`src/hw/rtl/rmq_pkg.sv`:
```
// Package for the rotation matrix to quaternion converter.
// Pipeline word, result type, case codes and the cyclic index helper.
// No dependencies.
package rmq_pkg;

  localparam int DataW  = 16;
  localparam int RootW  = 15;  // floor root of a 29-bit value
  localparam int MagW   = 17;  // magnitude of an entry sum or difference
  localparam int RemW   = 31;
  localparam int ArgFrac = 12;

  localparam logic [1:0] CASE_TRACE = 2'd0;
  localparam logic [1:0] CASE_X     = 2'd1;
  localparam logic [1:0] CASE_Y     = 2'd2;
  localparam logic [1:0] CASE_Z     = 2'd3;

  typedef struct packed {
    logic [RemW-1:0]            rem;   // root radicand remainder
    logic [RootW-1:0]           root;
    logic [2:0][MagW-1:0]       mag;
    logic [2:0]                 neg;
    logic [2:0][RemW-1:0]       drem;  // divider remainders
    logic [2:0][RootW-1:0]      quot;
    logic [2:0]                 ovf;
    logic [1:0]                 cs;
    logic                       deg;
  } pipe_t;

  typedef struct packed {
    logic signed [DataW-1:0] q_w;
    logic signed [DataW-1:0] q_x;
    logic signed [DataW-1:0] q_y;
    logic signed [DataW-1:0] q_z;
    logic [1:0]              case_taken;
    logic                    degenerate;
  } res_t;

  function automatic logic [1:0] next_idx(input logic [1:0] i);
    case (i)
      2'd0:    next_idx = 2'd1;
      2'd1:    next_idx = 2'd2;
      default: next_idx = 2'd0;
    endcase
  endfunction

endpackage

```
`src/hw/rtl/rmq_back.sv`:
```
// Output stage: sign, saturation and placement of components by case code.
// Depends on rmq_pkg.
module rmq_back (
  input  logic           clk,
  input  logic           rst,
  input  logic           en,
  input  logic           vld_i,
  input  rmq_pkg::pipe_t st_i,
  output logic           vld_o,
  output rmq_pkg::res_t  res
);

  rmq_pkg::res_t res_next;

  always_comb begin : place
    logic signed [rmq_pkg::DataW-1:0] c [3];
    logic signed [rmq_pkg::DataW-1:0] r;
    for (int n = 0; n < 3; n++) begin
      if (st_i.neg[n]) begin
        c[n] = st_i.ovf[n] ? -16'sd32768 : -$signed({1'b0, st_i.quot[n]});
      end else begin
        c[n] = st_i.ovf[n] ? 16'sd32767 : $signed({1'b0, st_i.quot[n]});
      end
    end
    r = $signed({1'b0, st_i.root});
    res_next.case_taken = st_i.cs;
    res_next.degenerate = st_i.deg;
    case (st_i.cs)
      rmq_pkg::CASE_TRACE: begin
        res_next.q_w = r;    res_next.q_x = c[0];
        res_next.q_y = c[1]; res_next.q_z = c[2];
      end
      rmq_pkg::CASE_X: begin
        res_next.q_x = r;    res_next.q_w = c[0];
        res_next.q_y = c[1]; res_next.q_z = c[2];
      end
      rmq_pkg::CASE_Y: begin
        res_next.q_y = r;    res_next.q_w = c[0];
        res_next.q_z = c[1]; res_next.q_x = c[2];
      end
      default: begin
        res_next.q_z = r;    res_next.q_w = c[0];
        res_next.q_x = c[1]; res_next.q_y = c[2];
      end
    endcase
  end

  always_ff @(posedge clk) begin
    if (rst) begin
      vld_o <= 1'b0;
    end else if (en) begin
      vld_o <= vld_i;
    end
  end

  always_ff @(posedge clk) begin
    if (en) res <= res_next;
  end

endmodule

```
`config.mk`:
```
export PLATFORM = sky130hd
export DESIGN_NAME = rmq_back
export DESIGN_NICKNAME = d
export VERILOG_FILES = /design/src/hw/rtl/rmq_pkg.sv /design/src/hw/rtl/rmq_back.sv
export SDC_FILE = /design/constraint.sdc
export NUM_CORES = 1
export LEC_CHECK = 0
export ABC_AREA = 1
export BUFFER_PORTS_ARGS = -buffer_cell sky130_fd_sc_hd__buf_2
export CAP_MARGIN = 15
export CORE_AREA = 2 2 123 125
export CTS_BUF_LIST = sky130_fd_sc_hd__clkbuf_16
export DETAILED_ROUTE_END_ITERATION = 10
export DIE_AREA = 0 0 125 127
export PLACE_DENSITY = 0.7
export SYNTH_ARGS = -nofsm -noshare
export SYNTH_HDL_FRONTEND = slang
export SYNTH_SLANG_ARGS = --single-unit
export TNS_END_PERCENT = 20
```
`constraint.sdc`:
```
create_clock -name clk -period 1.5 [get_ports clk]
set_input_delay 0.075 -clock clk [delete_from_list [all_inputs] [get_ports clk]]
set_output_delay 0.075 -clock clk [all_outputs]
set_load 0.005 [all_outputs]
```
Yosys cells after proc, flatten, opt, wreduce, memory -nomap -nowiden:

Cells that the tools add are included.

* $add $sub $neg: 3
* multipliers: 0
* div/mod/pow operators: 0
* $lt $le $gt $ge: 0
* equality and inequality tests: 2
* shift-type cells: 0
* mux-type cells: 10
* bitwise logic cells: 0
* reductions and logical operators: 1

Operators with widths (count)
* $pmux 64 s3: 1
* $mux 16: 6
* $neg 15->16: 3
* $mux 15: 3
* $eq 2x1->1 const B: 1
* $eq 2x2->1 const B: 1
* $logic_not 2->1: 1

* register bits: 68
* bits in latches: 0
* memory bits (writable): 0
* memory bits (read-only): 0
* input port bits: 248
* output and inout bits: 68
* word-level logic and storage cells: 23
* memories kept: 0

Longest topological paths before layout:

* depth in word-level cells: 4
* mapped depth: 11
* mapped depth without buffers: 11

Worst setup path before layout:

Ideal clock, no wire load.

* path type: input-to-reg
* from: input port st_i[7] (netlist bit)
* to: register res[63] (netlist bit), data pin
* library setup time: 0.260 ns
* data arrival time: 0.997 ns
* data required time: 1.240 ns
* path slack: 0.243 ns
* cell stages on the path: 8
* path buffers: 0
* cells stage by stage: inv_1 ha_1 nand2_1 nor2_4 nand3_1 nand3_1 nand2_1 mux2_2

RTL lines
* start, declared: line rmq_back.sv:8 `input rmq_pkg::pipe_t st_i,`
* end signal, assigned: line rmq_back.sv:57 `if (en) res <= res_next;`
* end, declared: line rmq_back.sv:10 `output rmq_pkg::res_t res`

==> summary.txt <==
Clock network
  • CTS tree: done
  • Post-CTS Setup Inserts: 0
  • Hold-fix buffer count after cts: 3
  • Cts repair resizes: 0
  • Maximum clock path buffer count: 2
  • Reg clk slew, reported paths: 0.05 ns
  • Clk_lat worst skew: 0.33 ns
  • H-tree Lvls: 3
  • Clk Tree Root Cell: clkbuf_16
  • CTS sink cnt: 68
  • CTS buffer count: 9

Synth
  • Dominant cell by count in the synthesized netlist: nand2_1
  • Dominant synthesized flop cell: edfxtp_1
  • Yosys reg bits: 68
  • Mapped cell area: 0.004865 mm^2
  • Share of the synthesized area in the top cell type: 0.4136
  • Synth warn: 0
  • Synthesized Nets: 878
  • Post-synth EDFFs: 67
  • Seq/Total Area, Yosys: 0.4177
  • Area contributors post-synth: edfxtp_1, nand2_1, nand3_1
  • Yosys cell types: 49
  • Async SR Flop Fraction: 0
  • Syn avg cell area: 7.759 um^2
  • Mapped Cells: 627
  • Yosys top cell by area: edfxtp_1
  • Synth top cells by count: nand2_1, edfxtp_1, nor2_1

GRT
  • Pin count of the biggest net entering global routing: 69
  • First-pass GRT wire length: 22.89 mm
  • Vias in the first global route: 4352
  • Total global routing overflow: 0
  • Initial antenna violation count: 0
  • All-layer global routing usage: 0.1837

Timing
  • Achievable frequency: 0.8167 GHz
  • Slew headroom: 0.6916
  • Fin Setup TNS: 0 ns
  • Tmin final: 1.224 ns
  • Fin. max-slew vios: 0
  • Final worst slack: 0.2756 ns
  • Setup violators final: 0
  • Final Hold Fails: 0
  • RSZ-0062 raised after global routing: false
  • Worst slew pin tran: 0.4577 ns
  • Tcrit/Tclk final: 0.8163
  • Worst Skew: 0 ns

Critical path
  • CP top delay family: buffers and inverters
  • Crit path capture: res[9]
  • Critical R2R Capture: vld_o
  • Worst R2R Setup Slack: 0.36 ns
  • Critical path origin: st_i[36]
  • CP bufs+invs: 3
  • Worst r2r path cells: 3
  • Worst path max stage delay: 0.29 ns
  • Crit. End Element: register
  • Crit-path cells: buf_2 -> inv_1 -> ha_1 -> nand3_1 -> nor2_1 -> a21oi_1 -> xor2_1 -> buf_4 -> nand2_1 -> o211ai_1
  • Crit path max-delay cell type: xor2_1
  • Worst-path fanout max: 3
  • Worst path depth: 10
  • Worst Path Class, Setup: in2reg
  • Crit path launch type: input port
  • Crit Reg-Reg Startpoint: vld_o
  • Critical Path AT: 1.37 ns
  • Critical Path RT: 1.65 ns

Pwr
  • Leakage: 2.882 nW
  • VDD IR max: 0.5433 mV
  • Pwr Density: 922.0 mW/mm^2
  • Power, Total: 5.759 mW

Final layout
  • Share of layout cells above drive strength 1: 0.3093
  • Diode count: 0
  • # nets final: 1038
  • Design area: 0.006246 mm^2
  • Layout area overhead: 28.40%

Floorplan
  • Die H: 127 um
  • I/O pins: 316
  • Row count: 44
  • Width of the chip: 125 um
  • Effective utilization at floorplan: 0.3373
  • Die area: 0.01588 mm^2
  • Core area: 0.01442 mm^2

Route
  • DR pass1 iterations: 6
  • Drt via density: 4.846
  • Remaining DRCs: 0
  • Total Wirelength: 14.77 mm
  • Final ANT Viol Nets: 0
  • Iteration-0 DRC Markers: 372
  • Via count: 4730
  • Drt wl/cell: 15.13 um

Placement
  • Placer Congestion: 0.9037
  • Dpl hpwl: 11.59 mm
  • Pre-CTS setup slack: -0.03970 ns
  • Area of placed instances: 0.005931 mm^2
  • Port Buffers: 140

Worst hold path
  • Worst min-delay path category: in2reg

Run status
  • Status: complete, no violations

Run
  • Max-Cap Viols: 0
-- state kept, by name (all words and copies together), names as in the netlist --
signal,count
vld_o,1
res,67
-- cell usage in the layout (no fill, tap or decap), types with 10 or more instances in the layout --
cell / instances
buf_4: 29
buf_2: 140
edfxtp_1: 67
nand4_1: 13
nand3_1: 47
a21oi_1: 14
xor2_1: 10
nor2_1: 55
inv_2: 12
inv_1: 51
o21ai_1: 12
o21ai_0: 11
nand2_1: 215
-- routing by layer --
metal	vias up	part of all wire	wire [um]	track usage
li1	2384	-	-	-
met1	2169	0.46	6846	0.2658
met2	173	0.45	6688	0.2900
met3	4	0.077	1134	0.03224
met4	0	0.0066	97	0.03922
met5	-	0	0	0
-- cell type report --
cell class / instances / area, um^2
Fill cell: 1486 / 8178
Multi-Input combinational cell: 470 / 2435
Inverter: 62 / 235.2
Timing Repair Buffer: 176 / 1028
Clock inverter: 7 / 60.06
Sequential cell: 68 / 2032
Clock buffer: 9 / 225.2
Tap cell: 184 / 230.2
-- worst reg2reg max path, stage by stage, from the launching register on --
cell	delay, ns
dfxtp_1	0.30
mux2i_1	0.13
nor2_1	0.05
dlygate4sd3_1	0.55
-- per-stage QoR --
stage	utilization	hold WS [ns]	instances
after floorplan	-	0.1474	627
after global placement	0.4112	0.2335	957
after detailed placement	0.4112	0.2355	957
after CTS	0.4330	0.04543	976
after global routing	0.4330	0.06618	976
final	0.4330	0.05318	976
-- logic make-up (layout without fill, tap and decap cells) --
group	after synthesis	after routing	share of synthesized area
flops	68	68	0.4177
simple gates	375	375	0.3495
xor+xnor	16	16	0.03498
compound gates	67	67	0.08719
fa+ha+maj	3	3	0.007717
buf+inv	89	254	0.08282
mux	9	9	0.02006
-- power breakdown --
| part | switching [mW] | internal [mW] | total (mW) |
|---|---|---|---|
| sequential | 0.0710 | 2.35 | 2.42 |
| clock | 0.764 | 1.26 | 2.03 |
| combinational | 0.780 | 0.532 | 1.31 |
-- worst min path at each step --
stage,startpoint,end,slack [ns],cells past startpoint
after floorplan,rst,vld_o,0.15,1
after global placement,rst,vld_o,0.23,2
after detailed placement,rst,vld_o,0.24,2
after CTS,st_i[1],res[1],0.05,1
after global routing,st_i[1],res[1],0.07,1
final,st_i[1],res[1],0.05,1
(Power assumes the default switching activity.)
