===== config.mk =====
export PLATFORM = sky130hd
export DESIGN_NAME = rmq_sqrt
export DESIGN_NICKNAME = d
export VERILOG_FILES = /design/src/hw/rtl/rmq_pkg.sv /design/src/hw/rtl/rmq_sqrt.sv
export SDC_FILE = /design/constraint.sdc
export NUM_CORES = 2
export LEC_CHECK = 0
export BUFFER_PORTS_ARGS = -buffer_cell sky130_fd_sc_hd__buf_2
export CORE_UTILIZATION = 45
export CTS_BUF_LIST = sky130_fd_sc_hd__clkbuf_8
export DETAILED_ROUTE_END_ITERATION = 12
export PLACE_DENSITY_LB_ADDON = 0.05
export SYNTH_ARGS = -nofsm -noshare
export SYNTH_HDL_FRONTEND = slang
export SYNTH_SLANG_ARGS = --single-unit
export TNS_END_PERCENT = 1

===== constraint.sdc =====
create_clock -name clk -period 5.2 [get_ports clk]
set_input_delay 1.56 -clock clk [delete_from_list [all_inputs] [get_ports clk]]
set_output_delay 1.56 -clock clk [all_outputs]
set_load 0.01 [all_outputs]

===== src/hw/rtl/rmq_pkg.sv =====
// Package for the rotation matrix to quaternion converter.
// Pipeline word, result type, case codes and the cyclic index helper.
// No dependencies.
package rmq_pkg;

  localparam int DataW  = 16;
  localparam int RootW  = 15;  // floor root of a 29-bit value
  localparam int MagW   = 17;  // magnitude of an entry sum or difference
  localparam int RemW   = 31;
  localparam int ArgFrac = 12;

  localparam logic [1:0] CASE_TRACE = 2'd0;
  localparam logic [1:0] CASE_X     = 2'd1;
  localparam logic [1:0] CASE_Y     = 2'd2;
  localparam logic [1:0] CASE_Z     = 2'd3;

  typedef struct packed {
    logic [RemW-1:0]            rem;   // root radicand remainder
    logic [RootW-1:0]           root;
    logic [2:0][MagW-1:0]       mag;
    logic [2:0]                 neg;
    logic [2:0][RemW-1:0]       drem;  // divider remainders
    logic [2:0][RootW-1:0]      quot;
    logic [2:0]                 ovf;
    logic [1:0]                 cs;
    logic                       deg;
  } pipe_t;

  typedef struct packed {
    logic signed [DataW-1:0] q_w;
    logic signed [DataW-1:0] q_x;
    logic signed [DataW-1:0] q_y;
    logic signed [DataW-1:0] q_z;
    logic [1:0]              case_taken;
    logic                    degenerate;
  } res_t;

  function automatic logic [1:0] next_idx(input logic [1:0] i);
    case (i)
      2'd0:    next_idx = 2'd1;
      2'd1:    next_idx = 2'd2;
      default: next_idx = 2'd0;
    endcase
  endfunction

endpackage


===== src/hw/rtl/rmq_sqrt.sv =====
// Square root pipeline: one result bit per register stage, floor root.
// Depends on rmq_pkg.
module rmq_sqrt (
  input  logic           clk,
  input  logic           rst,
  input  logic           en,
  input  logic           vld_i,
  input  rmq_pkg::pipe_t st_i,
  output logic           vld_o,
  output rmq_pkg::pipe_t st_o
);

  localparam int N = rmq_pkg::RootW;

  rmq_pkg::pipe_t st [N+1];
  logic           vld [N+1];

  assign st[0]  = st_i;
  assign vld[0] = vld_i;

  for (genvar g = 0; g < N; g++) begin : g_step
    localparam int B = N - 1 - g;
    rmq_pkg::pipe_t nx;
    logic [rmq_pkg::RemW-1:0] t;

    always_comb begin
      nx = st[g];
      // rem holds v - root^2; try adding bit B to root
      t = ({{(rmq_pkg::RemW-N){1'b0}}, st[g].root} << (B + 1))
          + ({{(rmq_pkg::RemW-1){1'b0}}, 1'b1} << (2 * B));
      if (st[g].rem >= t) begin
        nx.rem     = st[g].rem - t;
        nx.root[B] = 1'b1;
      end
    end

    always_ff @(posedge clk) begin
      if (rst) begin
        vld[g+1] <= 1'b0;
      end else if (en) begin
        vld[g+1] <= vld[g];
      end
    end

    always_ff @(posedge clk) begin
      if (en) st[g+1] <= nx;
    end
  end

  assign st_o  = st[N];
  assign vld_o = vld[N];

endmodule


## After elaboration in Yosys (flattened, before gate mapping)

Index checks and enable logic that the tools add are counted.

| word-level totals | value |
|---|---|
| logic and storage cells | 315 |
| memory bits (read-only) | 0 |
| output and inout port bits | 245 |
| bits in latches | 0 |
| input port bits | 248 |
| flip-flop bits (word level) | 3675 |
| memories kept | 0 |
| memory bits (writable) | 0 |

| cells by class | value |
|---|---|
| divide/modulo/power cells | 0 |
| add/sub/neg operators | 30 |
| equality and inequality tests | 0 |
| multiplexer cells | 15 |
| multiply operators | 0 |
| bitwise logic cells | 0 |
| shift-type cells | 0 |
| $lt $le $gt $ge | 15 |
| reductions and logical operators | 0 |

Operator list:

| cell | count |
|---|---|
| two-way mux 31 bit | 14 |
| two-way mux 32 bit | 1 |
| adder 30 x 29 -> 31 bit (second input constant) | 1 |
| greater-or-equal comparator 31 x 17 -> 1 bit | 1 |
| greater-or-equal comparator 31 x 18 -> 1 bit | 1 |
| greater-or-equal comparator 31 x 19 -> 1 bit | 1 |
| greater-or-equal comparator 31 x 20 -> 1 bit | 1 |
| greater-or-equal comparator 31 x 21 -> 1 bit | 1 |
| greater-or-equal comparator 31 x 22 -> 1 bit | 1 |
| greater-or-equal comparator 31 x 23 -> 1 bit | 1 |
| greater-or-equal comparator 31 x 24 -> 1 bit | 1 |
| greater-or-equal comparator 31 x 25 -> 1 bit | 1 |
| greater-or-equal comparator 31 x 26 -> 1 bit | 1 |
| greater-or-equal comparator 31 x 27 -> 1 bit | 1 |
| greater-or-equal comparator 31 x 28 -> 1 bit | 1 |
| greater-or-equal comparator 31 x 29 -> 1 bit | 1 |
| greater-or-equal comparator 31 x 30 -> 1 bit | 1 |
| greater-or-equal comparator 31 bit | 1 |
| subtractor 31 x 17 -> 31 bit | 1 |
| subtractor 31 x 18 -> 31 bit | 1 |
| subtractor 31 x 19 -> 31 bit | 1 |
| subtractor 31 x 20 -> 31 bit | 1 |
| subtractor 31 x 21 -> 31 bit | 1 |
| subtractor 31 x 22 -> 31 bit | 1 |
| 23 further kinds | 23 |

## Logic depth before layout (Yosys ltp)

| logic depth | value |
|---|---|
| depth after elaboration | 3 |
| depth in mapped cells | 17 |

## Least setup slack after synthesis

OpenSTA, ideal clock, no wires.

| path | value |
|---|---|
| path kind | in2reg |
| from | input st_i[200] in the netlist's numbering |
| to | register st[3652] in the netlist's numbering, data pin |
| stages | 11 |
| slack | 1.049 ns |
| required time | 4.940 ns |
| arrival time | 3.891 ns |
| path through | inv_1 ha_1 nor2b_1 o31a_1 o21ai_1 a211oi_1 nor4_1 o21bai_1 a21oi_2 buf_2 mux2_2 |

RTL lines:

| element | line | text |
|---|---|---|
| start: declaration | rmq_sqrt.sv:8 | `input rmq_pkg::pipe_t st_i,` |
| end signal: indexed assignment | rmq_sqrt.sv:46 | `if (en) st[g+1] <= nx;` |
| end: declaration | rmq_sqrt.sv:15 | `rmq_pkg::pipe_t st [N+1];` |

==> flow_summary.toml <==
[sta]
finalHoldViolations = 0
setup-violations-final = 0
fin_crit_ns = 4.190
finClkSkew_ns = 0.08270
relSlewSlack_pct = 13.71
hold_slack_ns = 0.3668
fmax_mhz = 238.7
tightestPinTransition_ns = 1.283
post-route-period-util_pct = 80.57
fin_tns_setup_ns = 0
drv_slew = 0
worst_slack_ns = 1.010
rsz0062_at_grt = "false"

[grt]
grt_usage_pct = 13.69
grt_max_degree = 125
antenna_found_initial = 18
grt_pass1_vias = 59111
grt_pass1_wl_um = 318000
grt-ovfl-total = 0

[final_layout]
seq_area_mm2 = 0.1102
syn2layout_area_growth_pct = 13.43
drive_gt1_share_pct = 17.73
fillerInstances = 23566
final_util_pct = 51.44
multi_input_area_mm2 = 0.01802
nets = 8176

[drt]
dr.first_iter.drc_count = 3569
drc = 0
wl_per_cell_um = 17.08
drt-pass1-iter-count = 6
vias = 57524
drt-total-wl_um = 205100
ant_nets = 0
via_per_inst = 4.791

[yosys]
yosys-top-cells-area = "edfxtp_1 84%, ha_1 2.4%, buf_4 1.4%, xor2_1 1.2%, xnor2_1 1.2%"
yosysTopAreaCell = "edfxtp_1"
synth_top_flop_cell = "edfxtp_1"
yosysMostFrequentCell = "edfxtp_1"
synth_edf_count = 3660
yosys_register_bits = 3675
synth_cells = 6745
synthesis.nets = 7262
synth_area_per_cell_um2 = 19.42
syn-cell-area_mm2 = 0.1310
ys_seq_area_share_pct = 84.12
synthTopCellsByCount = "3660 x edfxtp_1, 291 x nor2_1, 267 x a21oi_1"
yosysWarnings = 0
ys_types = 83
async_flop_share_pct = 0
yosys.area.top_type_share_pct = 83.89

[place]
hpwlAfterDp_um = 130400
place_ws_ns = 0.8463
port_buffers = 492
globalplace.congestion = 0.8745

[clocking]
cts_sinks = 3675
cts_max_path_buffers = 4
clock_latency_ns = 1.10
cts.clk_slew.worst_paths_ns = 0.06
cts_htree_levels = 6
numCtsBuffers = 606
cts_root_buf = "clkbuf_8"
cts_setup_buffers = 0
cts_tree = "yes"
cts_resized = 0
cts_hold_buffers = 0

[floorplan]
start_util_pct = 45.35
dieArea_mm2 = 0.2933
row_count = 197
coreArea_mm2 = 0.2889
io_pins = 493
die_y_um = 541.6
die_width_um = 541.6

[min_path]
worstHoldEndpoint = "g_step[9].nx[48]"
min-delay-start = "g_step[8].nx[48]"
hp-class = "reg2reg"
hold_depth = 0

[critical_path]
required_ns = 6.05
r2r-end = "st[1695]"
r2r_cells = 13
worst-path-max-fanout = 31
r2r-start = "g_step[8].nx[203]"
critical_path_class = "reg2reg"
crit_path_start_kind = "register"
worstPathArrival_ns = 5.04
cp-end-kind = "register"
rrSetupSlack_ns = 1.01

[status]
status = "completed"

[flow_run]
maxCapViolCount = 0

[power]
power_density_mw_per_mm2 = 465.3
p_leak_nw = 53.27
worst_ir_drop_vdd_v = 0.0002641
critical path, cell delays in order, from the launching register on:
cell	delay, ns
edfxtp_1	0.43
ha_1	0.24
nand2_1	0.07
nor2_1	0.24
nand3_1	0.13
xor2_1	0.17
ha_1	0.42
and2_1	0.20
nand4_1	0.23
nor4_1	0.76
nor4_1	0.25
and3b_1	0.29
buf_4	0.24
mux2_2	0.30
state kept, by name (all words and copies together), names as in the netlist:
name,flops
g_step.nx,2968
st,448
vld_o,1
st_o,244
vld,14
cells in the final DEF (no fill, tap or decap), drive strengths merged, types with 48 or more instances in the layout:
cell	count
edfxtp	3660
buf	617
clkbuf	608
inv	443
nor2	291
a21oi	268
ha	254
nand2	198
clkinv	183
xor2	180
xnor2	177
o21ai	168
nand3	103
nor3	88
a21o	84
mux2	64
nor2b	53
o21a	48
power breakdown:
| part | switching, mW | internal (mW) | total, mW |
|---|---|---|---|
| logic | 5.29 | 3.90 | 9.19 |
| clock network | 11.2 | 11.4 | 22.6 |
| registers | 1.33 | 36.0 | 37.4 |
logic make-up after synthesis:
group                    count (synthesis)  share of synthesized area [%]
flip-flops                            3675                          84.12
AND/OR/NAND/NOR                       1077                          4.171
AO/OA/AOI/OAI                          791                          3.814
buffers and inverters                  491                          2.133
XOR/XNOR                               357                          2.387
adder cells (fa/ha/maj)                269                          2.655
multiplexers                            85                         0.7192
layout make-up:
type	count	share of cell area [%]
clock inverters	464	1.724
repair buffers	617	2.627
well taps	3880	3.267
inverters	180	0.4547
multi-input cells	2579	12.12
clock buffers	608	5.631
flip-flops and latches	3675	74.16
diodes	4	0.006736
through the flow:
step	total power [mW]	instance area, um^2	instances
after floorplan	43.97	131000	6745
after global placement	46.96	137700	10931
after detailed placement	47.17	137700	10931
after CTS	70.35	148600	12003
after global routing	72.76	148600	12004
final	69.14	148600	12007
metal layers:
metal | vias to the layer above | track usage, % | part of all wire (%)
met1 | 27642 | 17.52 | 44
li1 | 27893 | - | -
met3 | 608 | 2.973 | 4.7
met2 | 1369 | 21.61 | 46
met5 | - | 0 | 0.16
met4 | 12 | 7.996 | 5.2
worst max-delay path by stage:
stage | depth (start not counted) | endpoint | startpoint
floorplan | 11 | st[3652] | st_i[200]
global placement | 12 | st[3646] | st_i[200]
detailed placement | 13 | st[3646] | st_i[228]
CTS | 15 | st[727] | g_step[12].nx[199]
global route | 14 | st[952] | g_step[11].nx[202]
finish | 13 | st[1695] | g_step[8].nx[203]
Power figures use the tool's default switching activity.
