**config.mk**
```make
export PLATFORM = sky130hd
export DESIGN_NAME = rmq_div
export DESIGN_NICKNAME = d
export VERILOG_FILES = /design/src/hw/rtl/rmq_pkg.sv /design/src/hw/rtl/rmq_div.sv
export SDC_FILE = /design/constraint.sdc
export NUM_CORES = 2
export LEC_CHECK = 0
export BUFFER_PORTS_ARGS = -buffer_cell sky130_fd_sc_hd__buf_2
export CORE_MARGIN = 1.5
export CORE_UTILIZATION = 60
export DETAILED_ROUTE_END_ITERATION = 6
export GPL_TIMING_DRIVEN = 0
export PLACE_DENSITY_LB_ADDON = 0.12
export SYNTH_ARGS = -nofsm -noshare
export SYNTH_HDL_FRONTEND = slang
export SYNTH_SLANG_ARGS = --single-unit
export TNS_END_PERCENT = 10
```
**constraint.sdc**
```tcl
create_clock -name clk -period 5.1 [get_ports clk]
set_clock_uncertainty 0.15 [all_clocks]
set_input_delay 0.765 -clock clk [delete_from_list [all_inputs] [get_ports clk]]
set_output_delay 0.765 -clock clk [all_outputs]
set_load 0.01 [all_outputs]
```
**src/hw/rtl/rmq_pkg.sv**
```systemverilog
// Package for the rotation matrix to quaternion converter.
// Pipeline word, result type, case codes and the cyclic index helper.
// No dependencies.
package rmq_pkg;

  localparam int DataW  = 16;
  localparam int RootW  = 15;  // floor root of a 29-bit value
  localparam int MagW   = 17;  // magnitude of an entry sum or difference
  localparam int RemW   = 31;
  localparam int ArgFrac = 12;

  localparam logic [1:0] CASE_TRACE = 2'd0;
  localparam logic [1:0] CASE_X     = 2'd1;
  localparam logic [1:0] CASE_Y     = 2'd2;
  localparam logic [1:0] CASE_Z     = 2'd3;

  typedef struct packed {
    logic [RemW-1:0]            rem;   // root radicand remainder
    logic [RootW-1:0]           root;
    logic [2:0][MagW-1:0]       mag;
    logic [2:0]                 neg;
    logic [2:0][RemW-1:0]       drem;  // divider remainders
    logic [2:0][RootW-1:0]      quot;
    logic [2:0]                 ovf;
    logic [1:0]                 cs;
    logic                       deg;
  } pipe_t;

  typedef struct packed {
    logic signed [DataW-1:0] q_w;
    logic signed [DataW-1:0] q_x;
    logic signed [DataW-1:0] q_y;
    logic signed [DataW-1:0] q_z;
    logic [1:0]              case_taken;
    logic                    degenerate;
  } res_t;

  function automatic logic [1:0] next_idx(input logic [1:0] i);
    case (i)
      2'd0:    next_idx = 2'd1;
      2'd1:    next_idx = 2'd2;
      default: next_idx = 2'd0;
    endcase
  endfunction

endpackage

```
**src/hw/rtl/rmq_div.sv**
```systemverilog
// Rounded divider pipeline for the three pair components: one setup stage,
// then one quotient bit per stage. Depends on rmq_pkg.
module rmq_div (
  input  logic           clk,
  input  logic           rst,
  input  logic           en,
  input  logic           vld_i,
  input  rmq_pkg::pipe_t st_i,
  output logic           vld_o,
  output rmq_pkg::pipe_t st_o
);

  localparam int N = rmq_pkg::RootW;
  localparam int W = rmq_pkg::RemW;

  rmq_pkg::pipe_t st [N+2];
  logic           vld [N+2];
  rmq_pkg::pipe_t prep;

  assign st[0]  = st_i;
  assign vld[0] = vld_i;

  // numerator = mag*4096 + h/2; quotient saturates when it reaches 2^15
  always_comb begin : setup
    logic [W-1:0] h;
    logic [W-1:0] num;
    prep = st[0];
    h = {{(W-N){1'b0}}, st[0].root};
    for (int c = 0; c < 3; c++) begin
      num = {2'b0, st[0].mag[c], {rmq_pkg::ArgFrac{1'b0}}}
            + {{(W-N+1){1'b0}}, st[0].root[N-1:1]};
      prep.drem[c] = num;
      prep.ovf[c]  = num >= (h << N);
      prep.quot[c] = '0;
    end
  end

  always_ff @(posedge clk) begin
    if (rst) begin
      vld[1] <= 1'b0;
    end else if (en) begin
      vld[1] <= vld[0];
    end
  end

  always_ff @(posedge clk) begin
    if (en) st[1] <= prep;
  end

  for (genvar g = 0; g < N; g++) begin : g_step
    localparam int B = N - 1 - g;
    rmq_pkg::pipe_t nx;
    logic [W-1:0] t;

    always_comb begin
      nx = st[g+1];
      t  = {{(W-N){1'b0}}, st[g+1].root} << B;
      for (int c = 0; c < 3; c++) begin
        if (st[g+1].drem[c] >= t) begin
          nx.drem[c]    = st[g+1].drem[c] - t;
          nx.quot[c][B] = 1'b1;
        end
      end
    end

    always_ff @(posedge clk) begin
      if (rst) begin
        vld[g+2] <= 1'b0;
      end else if (en) begin
        vld[g+2] <= vld[g+1];
      end
    end

    always_ff @(posedge clk) begin
      if (en) st[g+2] <= nx;
    end
  end

  assign st_o  = st[N+1];
  assign vld_o = vld[N+1];

endmodule

```
# [Word-level counts from Yosys, hierarchy flattened]
# Cells that the tools add are included.
[op_classes] add_sub_neg=48 n_lt_le_gt_ge=48 mux=45
[ops] op="2-to-1 mux 31 bit" n=45
[ops] op="greater-or-equal comparator 31 x 15 -> 1 bit" n=3
[ops] op="greater-or-equal comparator 31 x 16 -> 1 bit" n=3
[ops] op="greater-or-equal comparator 31 x 17 -> 1 bit" n=3
[ops] op="greater-or-equal comparator 31 x 18 -> 1 bit" n=3
[ops] op="greater-or-equal comparator 31 x 19 -> 1 bit" n=3
[ops] op="greater-or-equal comparator 31 x 20 -> 1 bit" n=3
[ops] op="greater-or-equal comparator 31 x 21 -> 1 bit" n=3
[ops] op="greater-or-equal comparator 31 x 22 -> 1 bit" n=3
[ops] op="greater-or-equal comparator 31 x 23 -> 1 bit" n=3
[ops] op="greater-or-equal comparator 31 x 24 -> 1 bit" n=3
[ops] op="greater-or-equal comparator 31 x 25 -> 1 bit" n=3
[ops] op="greater-or-equal comparator 31 x 26 -> 1 bit" n=3
[ops] op="greater-or-equal comparator 31 x 27 -> 1 bit" n=3
[ops] op="greater-or-equal comparator 31 x 28 -> 1 bit" n=3
[ops] op="greater-or-equal comparator 31 x 29 -> 1 bit" n=3
[ops] op="subtractor 31 x 15 -> 31 bit" n=3
[ops] op="subtractor 31 x 16 -> 31 bit" n=3
[ops] op="subtractor 31 x 17 -> 31 bit" n=3
[ops] op="subtractor 31 x 18 -> 31 bit" n=3
[ops] op="subtractor 31 x 19 -> 31 bit" n=3
[ops] op="subtractor 31 x 20 -> 31 bit" n=3
[ops] op="subtractor 31 x 21 -> 31 bit" n=3
[ops] op="subtractor 31 x 22 -> 31 bit" n=3
[ops] op="9 further kinds" n=27
[word_totals] regBits=3560 input_bits=248 out_inout_bits=245

# [Depth between registers and ports, before layout]
[logic_depth] depth_word=2 ltp_mapped=14

# [Worst setup path after synthesis]
# OpenSTA, ideal clock, no wires.
[synth_path] path_type="reg2reg" startpoint="reg st (netlist bit g_step[14].nx[199])" endpoint="reg st (netlist bit st_o[141]) (data pin)" arrival_time_ps=3461 required_time_ps=4692 setup_slack_ps=1231 stages_incl_launch_ff=13 cell_sequence="edfxtp_1 -> inv_1 -> ha_1 -> inv_1 -> fa_1 -> a21o_1 -> a221oi_1 -> o21ai_0 -> o21ai_0 -> nand2_1 -> a2111oi_0 -> nand4_1 -> xnor2_1"
[synth_lines] element="from (decl)" line="rmq_div.sv:16" text="rmq_pkg::pipe_t st [N+2];"
[synth_lines] element="from (signal, indexed assignment)" line="rmq_div.sv:75" text="if (en) st[g+2] <= nx;"

==> metrics.txt <==
Hold Path Class=input port to register; synth unique cells=100; Seq/Total Area, Yosys=0.647; die area=0.251 mm²; clock root cell=clkbuf_16; Nets=12863; clock net sink count=3215; RSZ-0062 raised after global routing=no; total wire length=372 mm; worst path cell trace=inv_1 -> ha_1 -> or3b_2 -> nor4_1 -> a21oi_1 -> nand3b_1 -> buf_2 -> o21ai_0 -> nor4_1 -> xor2_1; fraction of layout cells with a size suffix above 1=0.113; cell area after layout=0.167 mm²; Final Setup Violations=0; Fill cells=16861; Clock Latency Late Sink=960 ps; Setup crit end kind=register; Synth area leader=edfxtp_1; Final GP Congestion=0.958; Avg Synthesized Cell Area=13.5 µm²; post-route antenna net violation count=0; I/O Buffers=350; largest net degree at the start of global routing=197; row cnt=182; initial DRC count=8675; status=finished, violations left; core region area=0.246 mm²; DP HPWL=257 mm; Max Cap Viol=0; Worst Path Buf+Inv=2; wire per inst=24.1 µm; #FFs+latches synth=3215; Setup Crit Path Kind=register to register; WP data arrival=5490 ps; synth top area cells=edfxtp_1 (65%), ha_1 (5.9%), xnor2_1 (3.1%); Req. time, crit path=5560 ps; Initial Util=0.604; Critical Path Fanout Max=10; fmax=199 MHz; Post-CTS Setup Bufs=0; global-route wire length before repair=553 mm; fraction of registers with async set/reset=0; clock slew seen by the registers of the worst setup and hold paths=60 ps; R2R cell count=10; syn_nets=12049; Placed Area=0.155 mm²; Max VDD drop=0.000623 V; Setup crit end=st[599]$_DFFE_PP_; max-slew violations=0; Startpoint Class=register; Die H=501 µm; R2R Path Start=g_step[12].nx[201]$_DFFE_PP_; Leak Pwr=62.0 nW; antenna violations before repair=9; setup TNS=0 ps; drt first pass iters=7; TritonCTS buffer count=336; IO Count=493; Worst path most repeated cell=nor4_1; max incr delay on CP=660 ps; synth cell count leaders=edfxtp_1 (3199), nor2_1 (848), a21oi_1 (732); CP startpoint=g_step[12].nx[201]$_DFFE_PP_; die width=501 µm; Critical Path Stages=10; Worst R2R End=st[599]$_DFFE_PP_; count leader, synth=edfxtp_1; drt via density=5.99; number of synthesized flops with an enable pin=3199; Worst R2R Setup Slack=70 ps; number of global-route vias before repair=91119; gr ovfl total=0; Final Hold Violating Endpoints=0; critical path's top delay family=simple AND/OR/NAND/NOR gates; H-tree levels=5; via count=92471; Worst path slowest cell=nor4_1; DRC Markers=2; Primary FF master, synth=edfxtp_1; top-area cell type share of the netlist area=0.645; yosys warns=0; final critical-path share of the clock period=0.987; cells after synthesis=11051; GRT Util Overall=0.292; Slew HR=0.179; synthesis-to-layout area growth=12.3%; cell area after synthesis=0.149 mm²; Max Root-Sink Buffers=4; failing checks=DRC; TritonCTS clock tree=built; Pwr Density=521 mW/mm²; fin crit period=5030 ps; Tightest Pin Transition=1210 ps; Tot Pwr=87.0 mW
worst min path at each step:
stage                                           start                          end  slack, ps  cells past startpoint
final                                       st_i[212]  g_step[0].nx[212]$_DFFE_PP_        130                      1
after global routing                        st_i[212]  g_step[0].nx[212]$_DFFE_PP_         90                      1
after CTS                                   st_i[212]  g_step[0].nx[212]$_DFFE_PP_         70                      1
after detailed placement   g_step[9].nx[14]$_DFFE_PP_  g_step[10].nx[14]$_DFFE_PP_        250                      0
after global placement    g_step[7].nx[221]$_DFFE_PP_  g_step[8].nx[221]$_DFFE_PP_        250                      0
after floorplan             g_step[9].nx[0]$_DFFE_PP_   g_step[10].nx[0]$_DFFE_PP_        250                      0
placed cells by master (no fill, tap or decap), types with 145 or more instances in the layout:
cell,instances
edfxtp_1,3199
nor2_1,848
a21oi_1,732
ha_1,702
nand2_1,566
xnor2_1,524
o21ai_0,454
inv_1,436
xor2_1,402
buf_2,364
clkbuf_16,340
buf_4,245
nor3_1,241
a21o_1,233
nand3_1,190
clkbuf_1,188
mux2_2,151
nor4_1,150
o21a_1,145
routing by layer:
layer | GRT usage | vias up | wire [µm]
met4 | 0.170 | 2 | 24900
met5 | 0 | - | 13
met2 | 0.501 | 3840 | 184000
met1 | 0.355 | 44375 | 141000
met3 | 0.0369 | 1086 | 21900
li1 | - | 43168 | -
flip-flops by register name (all words and copies together), names as in the netlist:
| signal | count |
|---|---|
| g_step.nx | 1905 |
| vld_o | 1 |
| st_o | 244 |
| st | 1050 |
| vld | 15 |
what timing repair did:
item                                    CTS  global route
hold endpoints to repair                111             0
gates resized for setup                   4             4
endpoints found under the setup margin  113           157
gates cloned                              1             3
pin swaps                                 0             0
hold buffers                            103             0
through the flow:
step | hold WS, ps | instances | util | setup slack (ps)
after floorplan | 250 | 11051 | - | 1230
after global placement | 250 | 14713 | 0.628 | -44780
after detailed placement | 255 | 14732 | 0.630 | -1120
after CTS | 69.4 | 15416 | 0.678 | 20.5
after global routing | 91.1 | 15422 | 0.678 | 12.2
final | 134 | 15426 | 0.679 | 68.6
report_power, final:
group | switching [mW] | internal [mW] | total (mW) | leakage (nW)
sequential | 3.37 | 35.0 | 38.4 | 31.0
clock | 10.2 | 13.9 | 24.1 | 5.16
combinational | 14.0 | 10.4 | 24.5 | 25.8
total | 27.6 | 59.4 | 87.0 | 62.0
cell families after synthesis:
logic type                 after synthesis  share of synthesized area
xor gates and xnor gates               926                     0.0545
muxes                                  185                     0.0139
AOI/OAI and AO/OA                     2202                     0.0927
adders and majority gates              750                     0.0654
buffers and inverters                  870                     0.0285
and+or+nand+nor                       2903                     0.0977
DFF                                   3215                      0.647
layout make-up:
cell class,instances,area (µm²),area share
diodes,7,17.5,0.000105
plain buffers,429,2590,0.0155
clock buffers,379,8590,0.0514
clock inverters,201,2060,0.0123
inverters,441,1660,0.00992
multi-input cells,6966,48300,0.289
flip-flops and latches,3215,96400,0.577
well taps,3312,4140,0.0248
repair buffers,476,3440,0.0206
worst register-to-register path, delay by kind of cell (launching register included):
| family | cells | cell delay, ps |
|---|---|---|
| XOR/XNOR | 1 | 180 |
| AO/OA/AOI/OAI | 2 | 610 |
| flip-flops | 1 | 550 |
| AND/OR/NAND/NOR | 4 | 2190 |
| adder cells (fa/ha/maj) | 1 | 510 |
| buffers and inverters | 2 | 570 |
(Power assumes the default switching activity.)
