$ cat src/hw/rtl/rmq_pkg.sv
// Package for the rotation matrix to quaternion converter.
// Pipeline word, result type, case codes and the cyclic index helper.
// No dependencies.
package rmq_pkg;

  localparam int DataW  = 16;
  localparam int RootW  = 15;  // floor root of a 29-bit value
  localparam int MagW   = 17;  // magnitude of an entry sum or difference
  localparam int RemW   = 31;
  localparam int ArgFrac = 12;

  localparam logic [1:0] CASE_TRACE = 2'd0;
  localparam logic [1:0] CASE_X     = 2'd1;
  localparam logic [1:0] CASE_Y     = 2'd2;
  localparam logic [1:0] CASE_Z     = 2'd3;

  typedef struct packed {
    logic [RemW-1:0]            rem;   // root radicand remainder
    logic [RootW-1:0]           root;
    logic [2:0][MagW-1:0]       mag;
    logic [2:0]                 neg;
    logic [2:0][RemW-1:0]       drem;  // divider remainders
    logic [2:0][RootW-1:0]      quot;
    logic [2:0]                 ovf;
    logic [1:0]                 cs;
    logic                       deg;
  } pipe_t;

  typedef struct packed {
    logic signed [DataW-1:0] q_w;
    logic signed [DataW-1:0] q_x;
    logic signed [DataW-1:0] q_y;
    logic signed [DataW-1:0] q_z;
    logic [1:0]              case_taken;
    logic                    degenerate;
  } res_t;

  function automatic logic [1:0] next_idx(input logic [1:0] i);
    case (i)
      2'd0:    next_idx = 2'd1;
      2'd1:    next_idx = 2'd2;
      default: next_idx = 2'd0;
    endcase
  endfunction

endpackage

$ cat src/hw/rtl/rmq_front.sv
// Front stage: trace test, pivot choice, root argument and off-diagonal pairs.
// Depends on rmq_pkg.
module rmq_front (
  input  logic                             clk,
  input  logic                             rst,
  input  logic                             en,
  input  logic                             vld_i,
  input  logic signed [rmq_pkg::DataW-1:0] m00, m01, m02, m10, m11, m12, m20, m21, m22,
  output logic                             vld_o,
  output rmq_pkg::pipe_t                   st_o
);

  rmq_pkg::pipe_t st_next;

  always_comb begin : calc
    logic signed [rmq_pkg::DataW-1:0] m [3][3];
    logic signed [17:0] trace;
    logic signed [18:0] arg;
    logic signed [17:0] d [3];
    logic [1:0] i, j, k;
    m[0][0] = m00; m[0][1] = m01; m[0][2] = m02;
    m[1][0] = m10; m[1][1] = m11; m[1][2] = m12;
    m[2][0] = m20; m[2][1] = m21; m[2][2] = m22;
    trace = 18'(m00) + 18'(m11) + 18'(m22);
    st_next = '0;
    i = 2'd0;
    if (m[1][1] > m[0][0]) i = 2'd1;
    if (m[2][2] > m[i][i]) i = 2'd2;
    j = rmq_pkg::next_idx(i);
    k = rmq_pkg::next_idx(j);
    if (trace > 18'sd0) begin
      arg = 19'(trace) + 19'sd16384;
      d[0] = 18'(m12) - 18'(m21);
      d[1] = 18'(m20) - 18'(m02);
      d[2] = 18'(m01) - 18'(m10);
      st_next.cs = rmq_pkg::CASE_TRACE;
    end else begin
      arg = 19'(m[i][i]) - 19'(m[j][j]) - 19'(m[k][k]) + 19'sd16384;
      d[0] = 18'(m[j][k]) - 18'(m[k][j]);
      d[1] = 18'(m[i][j]) + 18'(m[j][i]);
      d[2] = 18'(m[i][k]) + 18'(m[k][i]);
      st_next.cs = i + 2'd1;
    end
    if (arg <= 19'sd0) begin
      arg = 19'sd1;
      st_next.deg = 1'b1;
    end
    st_next.rem = {2'b0, arg[16:0], {rmq_pkg::ArgFrac{1'b0}}};
    for (int c = 0; c < 3; c++) begin
      st_next.neg[c] = d[c][17];
      st_next.mag[c] = d[c][17] ? 17'(-d[c]) : d[c][16:0];
    end
  end

  always_ff @(posedge clk) begin
    if (rst) begin
      vld_o <= 1'b0;
    end else if (en) begin
      vld_o <= vld_i;
    end
  end

  always_ff @(posedge clk) begin
    if (en) st_o <= st_next;
  end

endmodule

$ cat config.mk
export PLATFORM = sky130hd
export DESIGN_NAME = rmq_front
export DESIGN_NICKNAME = d
export VERILOG_FILES = /design/src/hw/rtl/rmq_pkg.sv /design/src/hw/rtl/rmq_front.sv
export SDC_FILE = /design/constraint.sdc
export NUM_CORES = 1
export LEC_CHECK = 0
export ABC_CLOCK_PERIOD_IN_PS = 12500
export BUFFER_PORTS_ARGS = -buffer_cell sky130_fd_sc_hd__buf_2
export CAP_MARGIN = 20
export CORE_AREA = 2 2 269 271
export DETAILED_ROUTE_END_ITERATION = 12
export DIE_AREA = 0 0 271 273
export HOLD_SLACK_MARGIN = 0.02
export MAX_ROUTING_LAYER = met4
export PLACE_DENSITY = 0.45
export SKIP_CTS_REPAIR_TIMING = 1
export SYNTH_ARGS = -nofsm -noshare
export SYNTH_HDL_FRONTEND = slang
export SYNTH_SLANG_ARGS = --single-unit
export TNS_END_PERCENT = 1
$ cat constraint.sdc
create_clock -name clk -period 12.5 [get_ports clk]
set_input_delay 0 -clock clk [delete_from_list [all_inputs] [get_ports clk]]
set_output_delay 0 -clock clk [all_outputs]
set_load 0.01 [all_outputs]
== Yosys cells after proc, flatten, opt, wreduce, memory -nomap -nowiden ==
Cells that the tools add are included.

* Word-level logic and storage cells: 92
* Output and inout port bits: 245
* Register bits: 75

* Bitwise logic cells: 4
* Add/subtract/negate cells: 16
* $lt $le $gt $ge: 8
* Equal/unequal tests: 2
* Reduce and logical (&&, ||, !) cells: 2
* Mux-type cells: 52

{| class="wikitable"
|+ Operators with widths
! cell !! count
|-
| binary-select mux 48 bit (select 2 bit) || 4
|-
| two-way mux 48 bit || 8
|-
| binary-select mux 16 bit (select 2 bit) || 10
|-
| two-way mux 16 bit || 20
|-
| subtractor 16 x 16 -> 17 bit || 5
|-
| two-way mux 54 bit || 1
|-
| adder 16 x 16 -> 17 bit || 3
|-
| two-way mux 17 bit || 3
|-
| negator 17 bit || 3
|-
| adder 18 x 16 -> 19 bit (second input constant) || 2
|-
| > comparator 16 bit || 2
|-
| <= comparator 19 x 1 -> 1 bit (second input constant) || 1
|-
| two-way mux 19 bit || 1
|-
| adder 17 x 16 -> 18 bit || 1
|-
| > comparator 18 x 1 -> 1 bit (second input constant) || 1
|-
| subtractor 17 x 16 -> 18 bit || 1
|-
| greater-or-equal comparator 3 bit (second input constant) || 4
|-
| inverter 2 -> 3 bit || 4
|-
| one-hot mux 2 bit (2 select lines) || 2
|-
| == test 2 x 1 -> 1 bit (second input constant) || 2
|-
| logical NOT 2 bit || 2
|-
| adder 2 x 1 -> 2 bit (second input constant) || 1
|-
| two-way mux 1 bit || 2
|-
| two-way mux 2 bit || 1
|}

== Logic depth before layout (Yosys ltp) ==
Gate-level depths: netlist of run 1.

* Depth after elaboration: 27
* Gate-level depth with buffers: 43
* Mapped depth without buffers: 38

== Least setup slack after synthesis of run 1 ==
OpenSTA, ideal clock, no wires.

* Path kind: in2reg
* Start: input m00[9] (netlist bit)
* End: register st_o[226] (netlist bit) (data pin)
* Path slack: 3.572 ns
* Cell stages on the path: 39
* Data required time: 12.230 ns
* Buffers on the path: 5
* Arrival time: 8.658 ns
* Cell sequence: inv_1 ha_1 a21o_1 a21o_1 a21o_1 a21o_1 a21o_1 a21oi_1 o2111ai_1 o31ai_1 clkbuf_1 buf_2 mux2i_1 ha_1 nor2b_1 o21a_1 o21a_1 o21a_1 [... 3 more ...] o21ai_0 a31o_2 clkbuf_1 buf_1 mux2i_1 fa_1 ha_1 ha_1 inv_1 fa_1 or4b_2 or4_1 a2111o_1 nor4_1 nand4_1 a21oi_2 clkbuf_1 nor3_1

* Longest elaborated chain between the ends: 26
* Elaborated cells between the ends (all ways): 47

{| class="wikitable"
|+ RTL lines
! what !! line !! text
|-
| start: declaration || rmq_front.sv:8 || <nowiki>input logic signed [rmq_pkg::DataW-1:0] m00, m01, m02, m10, m11, m12, m20, m21, m22,</nowiki>
|-
| parallel branches: the longest is 24 deep, another holds > comparator 16 bit || - ||
|-
| two-way mux 19 bit * || rmq_front.sv:31 || <nowiki>if (trace > 18'sd0) begin</nowiki>
|-
| <= comparator 19 x 1 -> 1 bit || rmq_front.sv:44 || <nowiki>if (arg <= 19'sd0) begin</nowiki>
|-
| end signal: assignment || rmq_front.sv:64 || <nowiki>if (en) st_o <= st_next;</nowiki>
|-
| end: declaration || rmq_front.sv:10 || <nowiki>output rmq_pkg::pipe_t st_o</nowiki>
|}

Mark *: on every way between the ends. The select of a mux whose other input is x is not followed.
A chain may end at the register's enable or synchronous reset.

==> out/qor.txt, run 1 <==
Worst Hold Class: primary input to register
vias in the first global route: 14800
CP Max Fanout: 92
final worst path period need: 9.88 ns
clock root buffer: clkbuf_16
Routed WL: 64900 um
status: complete, no violations
vias: 15300
Gate Count Post-Synth: 2031
Overflow after GRT: 0
Internal: 1.83 mW
Max H-tree Level: 3
FMAX: 0.101 GHz
clk_lat worst skew: 0.38 ns
initial antenna violation count: 33
Fin. Hold Viols: 0
critical path launch point type: primary input
Final period util: 79.1%
most numerous cell in the Yosys netlist: mux2i_1
vias per cell: 4.79
Clock transition at path regs: 0.07 ns
max-slew violations: 0
ys flop type: edfxtp_1
Residual DRC: 0
Synth area leader: mux2i_1
Core ar.: 71000 um^2
Initial Utilization: 24.8%
Non-Filler Instances: 3192
Final Setup Violations: 0
Clock Path Buffers: 2
critical path endpoint category: register
Tot GR Track Use: 17.3%
CP bufs+invs: 4
CTS tree: yes
synth warn: 0
Final Core Density: 27.4%
largest net degree at the start of global routing: 93
gpl congestion: 0.923
RSZ-0062 raised after global routing: no
setup TNS: 0 ns
layout cell share with drive strength beyond 1: 18.8%
maxcap violations: 0
maximum vdd ir drop: 84.0 uV
Die Span Y: 273 um
Leak: 8.87 nW
Die ar.: 74000 um^2
Switching Fraction: 51.2%
CP dominant cell by count: o21a_1
slowest CP cell: a2111oi_0
Mean Syn Cell Area: 8.67 um^2
clock network fraction of total power: 7.7%
sequential area share after synthesis: 12.7%
Area Overhead vs Synth: 10.5%
post-route ant nets: 0
Hold Slack: 0.315 ns
EDFF count, synth: 74
Starting DRT DRC Count: 948
top cells by area, synth: mux2i_1 (14%), ha_1 (13%), edfxtp_1 (13%)
clk sinks: 75
fin nets: 2580
measured slew at the worst slew-check pin: 1.06 ns
hpwl dp: 55500 um
post-route cell area: 19500 um^2
first-pass GRT wire length: 93800 um
Pwr Density: 192 nW/um^2
Synth Cell Area: 17600 um^2
Std-Cell Rows: 98
Sw Pwr: 1.91 mW
top cells by count, synth: mux2i_1 (240), ha_1 (181), buf_4 (173)
Placed Cells: 3146
register bit count reported by yosys: 75
top-level I/O count: 393
required time of the worst setup path: 12.62 ns
CP top delay family: compound AO/OA/AOI/OAI gates
sequential share of power: 13.5%
Crit Path Category: primary input to register
cts bufs inserted: 9
port bufs: 222
Rel. slew slack: 29.3%
share of Yosys cell area claimed by the top area cell type: 13.6%
ys async rst share: 0%
placed inst area: 19000 um^2
combinational share of power: 78.8%
Slowest Stage Delay on Critical Path: 0.95 ns
Die X: 271 um
DR pass1 iterations: 5
Clock Skews: 0 ns
wire per inst: 20.3 um
CP arrival: 10.01 ns
post-synth cell types: 87
-- per-layer routing --
layer	up-vias	global-route usage [%]	share of wire [%]
met1	7294	20.3	42
met2	459	29.2	49
met5	-	-	0
met4	0	4.48	2.0
met3	41	4.57	7.0
li1	7502	-	-
-- power groups by stage --
stage | sequential, mW | clock, mW | combinational, mW
2_1_floorplan | 0.560 | 0 | 2.10
3_3_place_gp | 0.518 | 0 | 2.92
3_5_place_dp | 0.515 | 0 | 2.94
4_1_cts | 0.511 | 0.301 | 2.96
5_1_grt | 0.519 | 0.309 | 3.25
6_report | 0.506 | 0.288 | 2.95
-- layout by cell type, fill, tap and decap left out, drive strengths merged, types with 26 or more instances in the layout --
cell type | netlist | layout
xnor2 | 73 | 73
nor3 | 62 | 62
ha | 181 | 181
nand2 | 72 | 72
mux2 | 133 | 133
mux2i | 243 | 243
inv | 144 | 148
o21a | 34 | 34
fa | 40 | 40
conb | 1 | 170
nand3 | 32 | 32
xor2 | 44 | 44
buf | 209 | 232
o21ai | 82 | 82
nor2 | 105 | 105
nor2b | 26 | 26
edfxtp | 74 | 74
nand2b | 28 | 28
a21o | 39 | 39
a21oi | 101 | 101
diode | 0 | 26
-- path summary, 6_finish.rpt --
path                 startpoint                   to  slack, ns  depth (start not counted)
min                      m21[0]  st_o[147]$_DFFE_PP_       0.31                          4
max reg2reg  vld_o$_SDFFE_PP0P_   vld_o$_SDFFE_PP0P_      11.38                          3
max                      m00[1]  st_o[177]$_DFFE_PP_       2.62                         36
min reg2reg  vld_o$_SDFFE_PP0P_   vld_o$_SDFFE_PP0P_       1.03                          3
-- area by class of cell --
type	instances	area, um^2
fill	7663	51500
multi-input combinational	1745	13900
timing repair buffer	236	1240
clock buffer	9	225
inverter	144	541
tap	950	1190
sequential	75	2240
clock inverter	7	82.6
antenna	26	65.1
-- through the flow --
step / power (mW) / setup slack, ns
after floorplan: 2.66 / 3.57
after global placement: 3.44 / 2.51
after detailed placement: 3.46 / 2.30
after CTS: 3.77 / 2.70
after global routing: 4.07 / 1.90
final: 3.74 / 2.62
-- kinds of logic after synthesis --
| logic type | share of synthesized area, % |
|---|---|
| adder cells (fa/ha/maj) | 17.4 |
| AO/OA/AOI/OAI | 16.0 |
| other | 0.0213 |
| multiplexers | 22.5 |
| flip-flops | 12.7 |
| XOR/XNOR | 5.82 |
| AND/OR/NAND/NOR | 13.2 |
| buffers and inverters | 12.2 |
-- state kept, by name, summed over array words and instances (netlist names) --
signal,flops
vld_o,1
st_o,74
-- worst min-delay path: cells and delay by family --
family,cells,cell delay [ns]
multiplexers,1,0.17
buffers and inverters,2,0.19
adder cells (fa/ha/maj),1,0.16
Power figures use the tool's default switching activity.
==> run 2: changes to the inputs <==
--- a/config.mk
+++ b/config.mk
@@ -5,7 +5,7 @@
 export SDC_FILE = /design/constraint.sdc
 export NUM_CORES = 1
 export LEC_CHECK = 0
-export ABC_CLOCK_PERIOD_IN_PS = 12500
+export ABC_CLOCK_PERIOD_IN_PS = 8100
 export BUFFER_PORTS_ARGS = -buffer_cell sky130_fd_sc_hd__buf_2
 export CAP_MARGIN = 20
 export CORE_AREA = 2 2 269 271
@@ -13,7 +13,7 @@
 export DIE_AREA = 0 0 271 273
 export HOLD_SLACK_MARGIN = 0.02
 export MAX_ROUTING_LAYER = met4
-export PLACE_DENSITY = 0.45
+export PLACE_DENSITY = 0.46
 export SKIP_CTS_REPAIR_TIMING = 1
 export SYNTH_ARGS = -nofsm -noshare
 export SYNTH_HDL_FRONTEND = slang
==> constraint.sdc (replaced) <==
create_clock -name clk -period 8.1 [get_ports clk]
set_input_delay 0 -clock clk [delete_from_list [all_inputs] [get_ports clk]]
set_output_delay 0 -clock clk [all_outputs]
set_load 0.01 [all_outputs]
==> run 2 against run 1 <==
Global-route usage grew 0.34 points. Sequential share of layout area shrank 1.2 points. Largest cell class unchanged. Combinational power grew 97%. Register-to-register slack lost 4.4 ns. Core utilization up 3.2 points. First-iteration DRC count rose by 17%. Sequential power rose by 52%. Die area unchanged. Non-clock buffer count grew 265. Largest power group unchanged. Clock-buffer cell count unchanged. Cell area rose by 12%.
==> out/qor.txt, run 2 (synthesized netlist as in run 1, its figures left out) <==
Initial Utilization: 24.8% (unchanged)
Placed Cells: 3399 (+8.0%)
WL met2: 31900 um (+1.3%)
first-pass GRT wire length: 96600 um (+2.9%)
Met1 Wirelength: 29700 um (+8.0%)
overall power: 7.04 mW (+88%)
commonest non-fill, non-tap cell in the layout: buf_4
FMAX: 0.127 GHz
fin nets: 2845 (+10%)
Clock transition at path regs: 0.07 ns (about the same)
required time of the worst setup path: 8.22 ns (-4.40 ns)
Core ar.: 71000 um^2 (unchanged)
Slowest Stage Delay on Critical Path: 0.49 ns (-0.46 ns)
critical path endpoint category: register
Clock Skews: 0 ns (unchanged)
Non-Filler Instances: 3438 (+7.7%)
CP Max Fanout: 8 (-91%)
final worst path period need: 7.89 ns
hpwl dp: 57000 um (+2.7%)
port bufs: 222 (unchanged)
Final Setup Violations: 0 (unchanged)
Area Overhead vs Synth: 23.3%
Die X: 271 um (unchanged)
Overflow after GRT: 0 (unchanged)
gpl congestion: 0.931 (+0.87%)
Crit Path Category: primary input to register
top-level I/O count: 393 (unchanged)
Max H-tree Level: 3 (unchanged)
Die ar.: 74000 um^2 (unchanged)
post-route ant nets: 0 (unchanged)
Die Span Y: 273 um (unchanged)
maxcap violations: 0 (unchanged)
status: complete, no violations
Rel. slew slack: 24.6% (-4.8 points)
Leak: 10.2 nW (+15%)
Final Core Density: 30.6% (+3.2 points)
Worst Hold Class: primary input to register
biggest regs: st_o x74, vld_o x1
Starting DRT DRC Count: 1109 (+17%)
DR WL met3: 3320 um (-27%)
Biggest register: st_o
Tot GR Track Use: 17.6% (+0.34 points)
Fin. Hold Viols: 0 (unchanged)
maximum vdd ir drop: 169 uV (+100%)
clock root buffer: clkbuf_16
slowest CP cell: fa_1
measured slew at the worst slew-check pin: 1.13 ns (+0.0687 ns)
placed inst area: 21000 um^2 (+10%)
Routed WL: 66100 um (+1.9%)
CP dominant cell by count: o21a_1
critical path launch point type: primary input
vias per cell: 4.74 (-0.98%)
number of flip-flops in the largest register: 74 (unchanged)
layout cell share with drive strength beyond 1: 28.5% (+9.7 points)
DR pass1 iterations: 7 (+2)
Pwr Density: 325 nW/um^2 (+69%)
fill count: 7594 (-0.90%)
CP arrival: 8.02 ns (-1.99 ns)
Residual DRC: 0 (unchanged)
Final period util: 97.5%
max-slew violations: 0 (unchanged)
vias: 16300 (+6.6%)
CTS tree: yes
most frequent cells in the layout: buf_4 (264), mux2i_1 (232), buf_2 (221)
RSZ-0062 raised after global routing: yes
vias in the first global route: 16000 (+8.1%)
largest net degree at the start of global routing: 74 (-20%)
Clock Path Buffers: 2 (unchanged)
wire per inst: 19.2 um (-5.4%)
Std-Cell Rows: 98 (unchanged)
clk sinks: 75 (unchanged)
clk_lat worst skew: 0.39 ns (about the same)
initial antenna violation count: 11 (-67%)
post-route cell area: 21700 um^2 (+12%)
highest metal used: met4
cts bufs inserted: 9 (unchanged)
run 2: report_power, final:
| group | switching [mW] | leakage (nW) | internal, mW |
|---|---|---|---|
| registers | 0.0543 | 0.730 | 0.713 |
| logic | 2.98 | 9.32 | 2.85 |
| clock network | 0.208 | 0.149 | 0.244 |
| total | 3.24 | 10.2 | 3.80 |
run 2: final cells by class:
type	instances	area, um^2	share of cell area (%)
Antenna cell	7	17.5	0.0807
Inverter	144	541	2.49
Tap cell	950	1190	5.48
Clock inverter	7	80.1	0.369
Clock buffer	9	225	1.04
Timing Repair Buffer	501	3370	15.5
Sequential cell	75	2240	10.3
Multi-Input combinational cell	1745	14000	64.7
run 2: metrics by stage:
step                hold slack, ns  setup WS, ns  TNS [ns]
floorplan                   0.0724        0.0227         0
global placement             0.158        -0.396     -7.18
detailed placement           0.162        -0.584    -16.32
CTS                         -0.270        -0.179    -0.569
global route                 0.143        -0.123     -1.78
finish                       0.130         0.207         0
run 2: per-layer routing:
| metal | vias up | track usage (%) |
|---|---|---|
| li1 | 7999 | - |
| met1 | 7843 | 22.2 |
| met2 | 423 | 30.0 |
| met3 | 48 | 2.43 |
| met4 | 0 | 3.90 |
| met5 | - | - |
run 2: worst paths after layout:
kind	start	endpoint	slack [ns]	cells past startpoint
max	m00[9]	st_o[235]$_SDFFCE_PP0P_	0.21	38
min	en	st_o[182]$_DFFE_PP_	0.13	1
max reg2reg	vld_o$_SDFFE_PP0P_	vld_o$_SDFFE_PP0P_	6.97	3
min reg2reg	vld_o$_SDFFE_PP0P_	vld_o$_SDFFE_PP0P_	1.03	3
run 2: worst max-delay path, delay by kind of cell:
| family | cells | cell delay (ns) |
|---|---|---|
| and+or+nand+nor | 6 | 1.47 |
| AOI/OAI and AO/OA | 18 | 3.40 |
| adders and majority gates | 6 | 1.87 |
| buffers and inverters | 6 | 0.72 |
| muxes | 2 | 0.51 |
==> run 3: changes to the inputs <==
--- a/config.mk
+++ b/config.mk
@@ -6,14 +6,16 @@
 export NUM_CORES = 1
 export LEC_CHECK = 0
 export ABC_CLOCK_PERIOD_IN_PS = 8100
-export BUFFER_PORTS_ARGS = -buffer_cell sky130_fd_sc_hd__buf_2
 export CAP_MARGIN = 20
+export CELL_PAD_IN_SITES_DETAIL_PLACEMENT = 0
+export CELL_PAD_IN_SITES_GLOBAL_PLACEMENT = 1
 export CORE_AREA = 2 2 269 271
 export DETAILED_ROUTE_END_ITERATION = 12
 export DIE_AREA = 0 0 271 273
+export DONT_BUFFER_PORTS = 1
 export HOLD_SLACK_MARGIN = 0.02
 export MAX_ROUTING_LAYER = met4
-export PLACE_DENSITY = 0.46
+export PLACE_DENSITY = 0.51
 export SKIP_CTS_REPAIR_TIMING = 1
 export SYNTH_ARGS = -nofsm -noshare
 export SYNTH_HDL_FRONTEND = slang
==> run 3 against run 2 <==
First-iteration DRC count is 34% lower. Clock skew stayed put. Critical path depth is 2 lower. Cell area is 8.4% lower. Sequential power is 19% higher. Clock power hardly changed. Largest cell class unchanged. Combinational power is 12% lower.
==> out/qor.txt, run 3 (synthesized netlist as in run 1, its figures left out) <==
status: complete, no violations
Clock Skews: 0 ns (unchanged)
CP Max Fanout: 5 (-3)
CP dominant cell by count: o21a_1
post-route cell area: 19900 um^2 (-8.4%)
number of flip-flops in the largest register: 74 (unchanged)
commonest non-fill, non-tap cell in the layout: mux2i_1
measured slew at the worst slew-check pin: 1.13 ns (+0.00580 ns)
cts bufs inserted: 9 (unchanged)
Starting DRT DRC Count: 735 (-34%)
placed inst area: 19000 um^2 (-9.5%)
Area Overhead vs Synth: 12.9%
required time of the worst setup path: 8.17 ns (-0.05 ns)
vias per cell: 4.84 (+1.9%)
Initial Utilization: 24.8% (unchanged)
hpwl dp: 52700 um (-7.5%)
FMAX: 0.125 GHz (-1.3%)
Core ar.: 71000 um^2 (unchanged)
Std-Cell Rows: 98 (unchanged)
final worst path period need: 8.00 ns (+0.108 ns)
critical path endpoint category: register
max-slew violations: 0 (unchanged)
initial antenna violation count: 5 (-6)
Die Span Y: 273 um (unchanged)
Worst Hold Class: primary input to register
worst reg2reg startpoint: vld_o$_SDFFE_PP0P_
R2R Setup Slk: 6.93 ns (-0.04 ns)
biggest regs: st_o x74, vld_o x1
setup TNS: 0 ns (unchanged)
Final Core Density: 28.0% (-2.6 points)
post-route ant nets: 0 (unchanged)
Max H-tree Level: 3 (unchanged)
DR pass1 iterations: 5 (-2)
gpl congestion: 0.863 (-7.3%)
Overflow after GRT: 0 (unchanged)
Pwr Density: 326 nW/um^2 (+0.52%)
Crit Path Category: primary input to register
Clock transition at path regs: 0.07 ns (about the same)
Fin. Hold Viols: 0 (unchanged)
wire per inst: 20.4 um (+6.0%)
Hold EP: st_o[237]$_SDFFCE_PP0P_
Clock Path Buffers: 2 (unchanged)
top-level I/O count: 393 (unchanged)
Routed WL: 63400 um (-4.2%)
Biggest register: st_o
register area: 2240 um^2 (unchanged)
worst reg2reg path depth: 3 (unchanged)
maxcap violations: 0 (unchanged)
fin nets: 2513 (-12%)
slowest CP cell: or4_4
Final period util: 98.8% (+1.3 points)
clk sinks: 75 (unchanged)
overall power: 6.49 mW (-7.9%)
R2R Path End: vld_o$_SDFFE_PP0P_
port bufs: 0 (-100%)
Slowest Stage Delay on Critical Path: 0.55 ns (+0.06 ns)
vias in the first global route: 14400 (-9.6%)
Tot GR Track Use: 16.6% (-1.0 points)
CP arrival: 8.07 ns (+0.05 ns)
fill count: 7602 (+0.11%)
CTS tree: yes
clock root buffer: clkbuf_16
Residual DRC: 0 (unchanged)
layout cell share with drive strength beyond 1: 18.0% (-10 points)
critical path launch point type: primary input
hold path startpoint: en
Die X: 271 um (unchanged)
area of the multi-input gates: 14100 um^2 (+0.46%)
Leak: 8.82 nW (-14%)
first-pass GRT wire length: 91000 um (-5.7%)
largest net degree at the start of global routing: 100 (+35%)
maximum vdd ir drop: 141 uV (-17%)
vias: 15000 (-7.8%)
Rel. slew slack: 24.4% (-0.20 points)
WHS Path Cells: 1 (unchanged)
RSZ-0062 raised after global routing: yes
Final Setup Violations: 0 (unchanged)
most frequent cells in the layout: mux2i_1 (230), ha_1 (179), conb_1 (170)
Die ar.: 74000 um^2 (unchanged)
clk_lat worst skew: 0.38 ns (about the same)
## run 3: worst max path at each step
stage | from | end | slack, ns | cells after the start
finish | m00[9] | st_o[228]$_SDFFCE_PP0P_ | 0.1 | 36
CTS | m00[9] | st_o[179]$_DFFE_PP_ | -0.23 | 36
detailed placement | m00[9] | st_o[179]$_DFFE_PP_ | -0.60 | 36
global placement | m00[9] | st_o[179]$_DFFE_PP_ | -0.48 | 36
floorplan | m00[9] | st_o[233]$_SDFFCE_PP0P_ | 0.02 | 39
global route | m00[9] | st_o[232]$_SDFFCE_PP0P_ | -0.15 | 36
## run 3: layer usage
layer | GRT usage [%] | part of all wire [%] | vias up
li1 | - | - | 7355
met1 | 21.5 | 47 | 7209
met2 | 26.4 | 45 | 406
met3 | 3.44 | 5.6 | 63
met4 | 4.06 | 2.2 | 0
met5 | - | 0 | -
## run 3: metrics by stage
stage | worst slack, ns | instances | hold slack [ns]
3_3_place_gp | -0.478 | 3061 | 0.0731
2_1_floorplan | 0.0227 | 2200 | 0.0724
6_report | 0.0988 | 3108 | 0.0480
4_1_cts | -0.226 | 3077 | -0.337
3_5_place_dp | -0.596 | 3061 | 0.0794
5_1_grt | -0.151 | 3108 | 0.0628
## run 3: critical path: cells and delay by family
kind,cells,cell delay [ns]
fa+ha+maj,6,1.92
simple gates,5,1.57
buf+inv,4,0.39
compound gates,19,3.59
mux,2,0.55
## run 3: layout make-up
type                       instances  area share [%]
multi-input combinational       1746            71.0
timing repair buffer             168            7.41
tap                              950            5.98
clock inverter                     7           0.384
antenna                            9           0.113
sequential                        75            11.3
inverter                         144            2.74
clock buffer                       9            1.13
## run 3: report_power, final
group | internal, mW | total, mW | switching (mW)
clock | 0.241 | 0.455 | 0.213
combinational | 2.38 | 5.12 | 2.73
sequential | 0.726 | 0.912 | 0.186
total | 3.35 | 6.49 | 3.13
